`config.mk`:
```
export PLATFORM = sky130hd
export DESIGN_NAME = pti_divu
export DESIGN_NICKNAME = d
export VERILOG_FILES = /design/src/rtl/core/pti_divu.sv
export SDC_FILE = /design/constraint.sdc
export NUM_CORES = 1
export LEC_CHECK = 0
export BUFFER_PORTS_ARGS = -buffer_cell sky130_fd_sc_hd__buf_4
export CAP_MARGIN = 30
export CORE_MARGIN = 3
export CORE_UTILIZATION = 60
export CTS_BUF_LIST = sky130_fd_sc_hd__clkbuf_4 sky130_fd_sc_hd__clkbuf_8
export DETAILED_ROUTE_END_ITERATION = 7
export PLACE_DENSITY_LB_ADDON = 0.3
export SYNTH_ARGS = -nofsm -noshare
export SYNTH_HDL_FRONTEND = slang
export SYNTH_SLANG_ARGS = --single-unit
```
`constraint.sdc`:
```
create_clock -name clk -period 10.63 [get_ports clk]
set_clock_uncertainty 0.05 [all_clocks]
set_input_delay 0.5315 -clock clk [delete_from_list [all_inputs] [get_ports clk]]
set_output_delay 0.5315 -clock clk [all_outputs]
set_load 0.02 [all_outputs]
```
`src/rtl/core/pti_divu.sv`:
```
// ============================================================================
// pti_divu: unsigned divider by 2000
// Takes 16 dividend bits per cycle over a 64-bit dividend; each quotient digit
// comes from a shift by 4 and a reciprocal multiplication by 1/125.
// ============================================================================
module pti_divu
(
    input  logic        clk,
    input  logic        rst_n,
    input  logic        start,
    input  logic [63:0] dividend,
    output logic        done,
    output logic [63:0] quotient
);
    localparam logic [26:0] DIVISOR   = 27'd2000;
    // ceil(2^30 / 125), exact for every partial dividend below 2^23
    localparam logic [23:0] RECIP_125 = 24'd8589935;

    logic [63:0] quo_reg, quo_next;
    logic [10:0] rem_reg, rem_next;
    logic [1:0]  cnt_reg, cnt_next;
    logic        busy_reg, busy_next;
    logic        done_reg, done_next;
    logic [26:0] part;
    logic [45:0] prod;
    logic [15:0] digit;

    // Partial dividend stays below 2000 * 2^16, so each digit fits 16 bits
    assign part     = {rem_reg, quo_reg[63:48]};
    assign prod     = 46'(part[26:4]) * 46'(RECIP_125);
    assign digit    = 16'(prod >> 30);
    assign done     = done_reg;
    assign quotient = quo_reg;

    // Shift in one 16-bit chunk per cycle and keep the running remainder
    always_comb
    begin
        quo_next  = quo_reg;
        rem_next  = rem_reg;
        cnt_next  = cnt_reg;
        busy_next = busy_reg;
        done_next = 1'b0;
        if (start)
        begin
            quo_next  = dividend;
            rem_next  = '0;
            cnt_next  = 2'd0;
            busy_next = 1'b1;
        end
        else if (busy_reg)
        begin
            quo_next = {quo_reg[47:0], digit};
            rem_next = 11'(part - 27'(digit) * DIVISOR);
            cnt_next = cnt_reg + 2'd1;
            if (cnt_reg == 2'd3)
            begin
                busy_next = 1'b0;
                done_next = 1'b1;
            end
        end
    end

    always_ff @(posedge clk or negedge rst_n)
    begin
        if (!rst_n)
        begin
            busy_reg <= 1'b0;
            done_reg <= 1'b0;
            cnt_reg  <= '0;
        end
        else
        begin
            busy_reg <= busy_next;
            done_reg <= done_next;
            cnt_reg  <= cnt_next;
        end
    end

    always_ff @(posedge clk)
    begin
        quo_reg <= quo_next;
        rem_reg <= rem_next;
    end
endmodule
```
==> impl_metrics.py <==
metrics = {
    "outcome": {
        "status": "completed",
    },
    "die": {
        "rows": 50,
        "chipHeight_um": 147,
        "io_pins": 132,
        "start_util": 0.623,
        "dieArea_um2": 21500,
        "fp.dieW_um": 147,
        "coreArea_um2": 19100,
    },
    "clock_tree": {
        "tritoncts": "built",
        "clk_pin_slew_ns": 0.09,
        "ctsLongestPathBuffers": 2,
        "clk_latency_ns": 0.36,
        "cts.htree.levels": 3,
        "cts_root_buf": "clkbuf_8",
        "cts_buffers": 9,
        "cts.sinks": 79,
        "cts_setup_buffers": 0,
    },
    "detailed_routing": {
        "drc_errors": 0,
        "drt_pass1_iterations": 4,
        "wl_per_cell_um": 19.1,
        "vias": 8014,
        "ant_nets": 0,
        "drt-initial-drc-count": 422,
        "vias_per_cell": 5.39,
        "drt-total-wl_um": 28400,
    },
    "placed_design": {
        "gp_congestion": 0.951,
        "portBuffers": 131,
        "dp_hpwl_um": 24200,
    },
    "global_routing": {
        "track_usage": 0.274,
        "grt_use_met1": 0.345,
        "top_usage_layer": "met2",
        "use_met3": 0.0543,
        "grtUsageMet2": 0.458,
        "grt_pass1_wl_um": 46000,
        "grt_start_max_net_pins": 82,
        "antenna_found_initial": 0,
        "gr-total-overflow": 0,
        "grt_pass1_vias": 8945,
    },
    "setup_path": {
        "end_kind": "flop",
        "slowest_stage": "edfxtp_1",
        "worst_r2r_path_depth": 31,
        "path_max_fanout": 9,
        "arrival_ns": 10.04,
        "crit_path_frequent_cell": "fa_1",
        "slowest_delay_ns": 0.78,
        "required_ns": 10.87,
        "crit_path_start_kind": "flop",
        "worst-setup-path-type": "flop to flop",
    },
    "synth": {
        "syn_inst": 1087,
        "ys_warn_count": 0,
        "ys_top_cells_by_area": "fa_1 (27%), ha_1 (27%), edfxtp_1 (16%)",
        "postSynth.asyncResetShare": 0.0506,
        "synth_top_cell_area_share": 0.268,
        "syn_avg_cell_area_um2": 10.9,
        "synth_area_um2": 11900,
        "synth_edf_count": 64,
        "yosys.cell_types.count": 60,
        "synth_top_area_cell": "fa_1",
        "ys.flop_type": "edfxtp_1",
        "ys_seq_elements": 79,
        "syn_nets": 1567,
        "seq_area_frac_synth": 0.189,
    },
    "sta": {
        "slew_viol_final": 0,
        "tightest_slew_ns": 0.881,
        "finalCriticalPeriod_ns": 9.80,
        "slew_headroom": 0.413,
        "finalSetupViolCount": 0,
        "hold_viol_final": 0,
        "post-route-period-util": 0.922,
        "fmax_ghz": 0.102,
        "rsz0062_at_grt": "false",
        "setup-tns-final_ns": 0,
    },
    "hold_path": {
        "hold_depth": 3,
        "hp-class": "input pin to flop",
    },
    "finish": {
        "fill_cells": 1432,
        "layout_common_cells": "inv_1 (297), ha_1 (254), fa_1 (159), buf_4 (135), edfxtp_1 (64)",
        "mostFrequentLayoutCell": "inv_1",
        "diodes": 0,
        "largest_reg_flops": 64,
        "nNetsFinal": 1701,
        "multi_input_area_um2": 8480,
        "syn2layout_area_growth_pct": 12.4,
        "register_area_um2": 2240,
        "layout-drive-gt1-share": 0.179,
    },
    "job": {
        "maxCapViolCount": 0,
    },
}
[path summary, 6_finish.rpt]
path / startpoint / end / slack, ns
worst max-delay path: quotient[63] / rem_reg[10] / 0.83
worst min-delay path: dividend[6] / quotient[6] / 0.40
worst max register to register: quotient[63] / rem_reg[10] / 0.83
worst min register to register: cnt_reg[1] / cnt_reg[1] / 0.49
max in group asynchronous: rst_n / cnt_reg[1] / 9.98
min in group asynchronous: rst_n / done / 0.46
[synthesized netlist by cell type, types with 2 or more instances]
| cell type | instances |
|---|---|
| a31oi_1 | 4 |
| a211oi_1 | 3 |
| dfxtp_1 | 11 |
| ha_1 | 254 |
| and3_1 | 2 |
| clkbuf_1 | 13 |
| o31ai_1 | 3 |
| nor4_1 | 3 |
| xor2_1 | 11 |
| or3_1 | 3 |
| nand2_1 | 31 |
| fa_1 | 159 |
| xnor3_1 | 2 |
| and4_1 | 2 |
| nor3_1 | 8 |
| inv_1 | 297 |
| xnor2_1 | 18 |
| edfxtp_1 | 64 |
| a21oi_1 | 29 |
| nor2_1 | 22 |
| or2_2 | 5 |
| nand4_1 | 4 |
| nand3_1 | 11 |
| o21ai_0 | 14 |
| mux2_2 | 51 |
| nor3b_1 | 2 |
| a21o_1 | 9 |
| dfrtp_1 | 4 |
| o21ai_1 | 4 |
| mux2i_1 | 10 |
| o21bai_1 | 2 |
| o211ai_1 | 4 |
[cells by family (layout without fill, tap and decap cells)]
group | Yosys count | in the layout | synth area share
adder cells (fa/ha/maj) | 414 | 414 | 0.536
flip-flops | 79 | 79 | 0.189
AO/OA/AOI/OAI | 89 | 89 | 0.0516
multiplexers | 61 | 61 | 0.0567
XOR/XNOR | 33 | 33 | 0.0279
AND/OR/NAND/NOR | 100 | 100 | 0.0411
buffers and inverters | 311 | 450 | 0.0982
[layer usage]
metal | vias to the layer above | wire length [um]
li1 | 3802 | -
met1 | 3914 | 11700
met2 | 239 | 13700
met3 | 59 | 1770
met4 | 0 | 1290
met5 | - | 0
[worst max-delay path: cells and delay by family, from the launching register on]
kind	cells	cell delay (ns)
flip-flops	1	0.78
buffers and inverters	6	0.49
adder cells (fa/ha/maj)	12	5.37
AO/OA/AOI/OAI	7	1.21
XOR/XNOR	6	1.81
[stage by stage]
step | std cells | hold WS, ns | setup WS (ns) | utilization | area [um2]
6_report | 1486 | 0.399 | 0.827 | 0.701 | 13400
5_1_grt | 1486 | 0.398 | 0.411 | 0.701 | 13400
4_1_cts | 1486 | 0.396 | 0.804 | 0.701 | 13400
3_5_place_dp | 1469 | 0.281 | 0.817 | 0.691 | 13200
3_3_place_gp | 1469 | 0.279 | 0.954 | 0.691 | 13200
2_1_floorplan | 1087 | 0.186 | 1.79 | - | 11900
[timing repair]
action | 4_1_cts | 5_1_grt
setup endpoints to repair | 0 | 0
endpoints found under the hold margin | 4 | 0
gates resized for setup | 0 | 0
hold buffers | 1 | 0
[layout make-up]
type / count / area share
Clock buffer: 10 / 0.00983
Clock inverter: 6 / 0.00337
Inverter: 298 / 0.0837
Multi-Input combinational cell: 697 / 0.634
Sequential cell: 79 / 0.168
Tap cell: 260 / 0.0243
Timing Repair Buffer: 136 / 0.0766
Power is not shown: default switching activity piles up to over one toggle a cycle in this logic, so the estimate is an artifact.
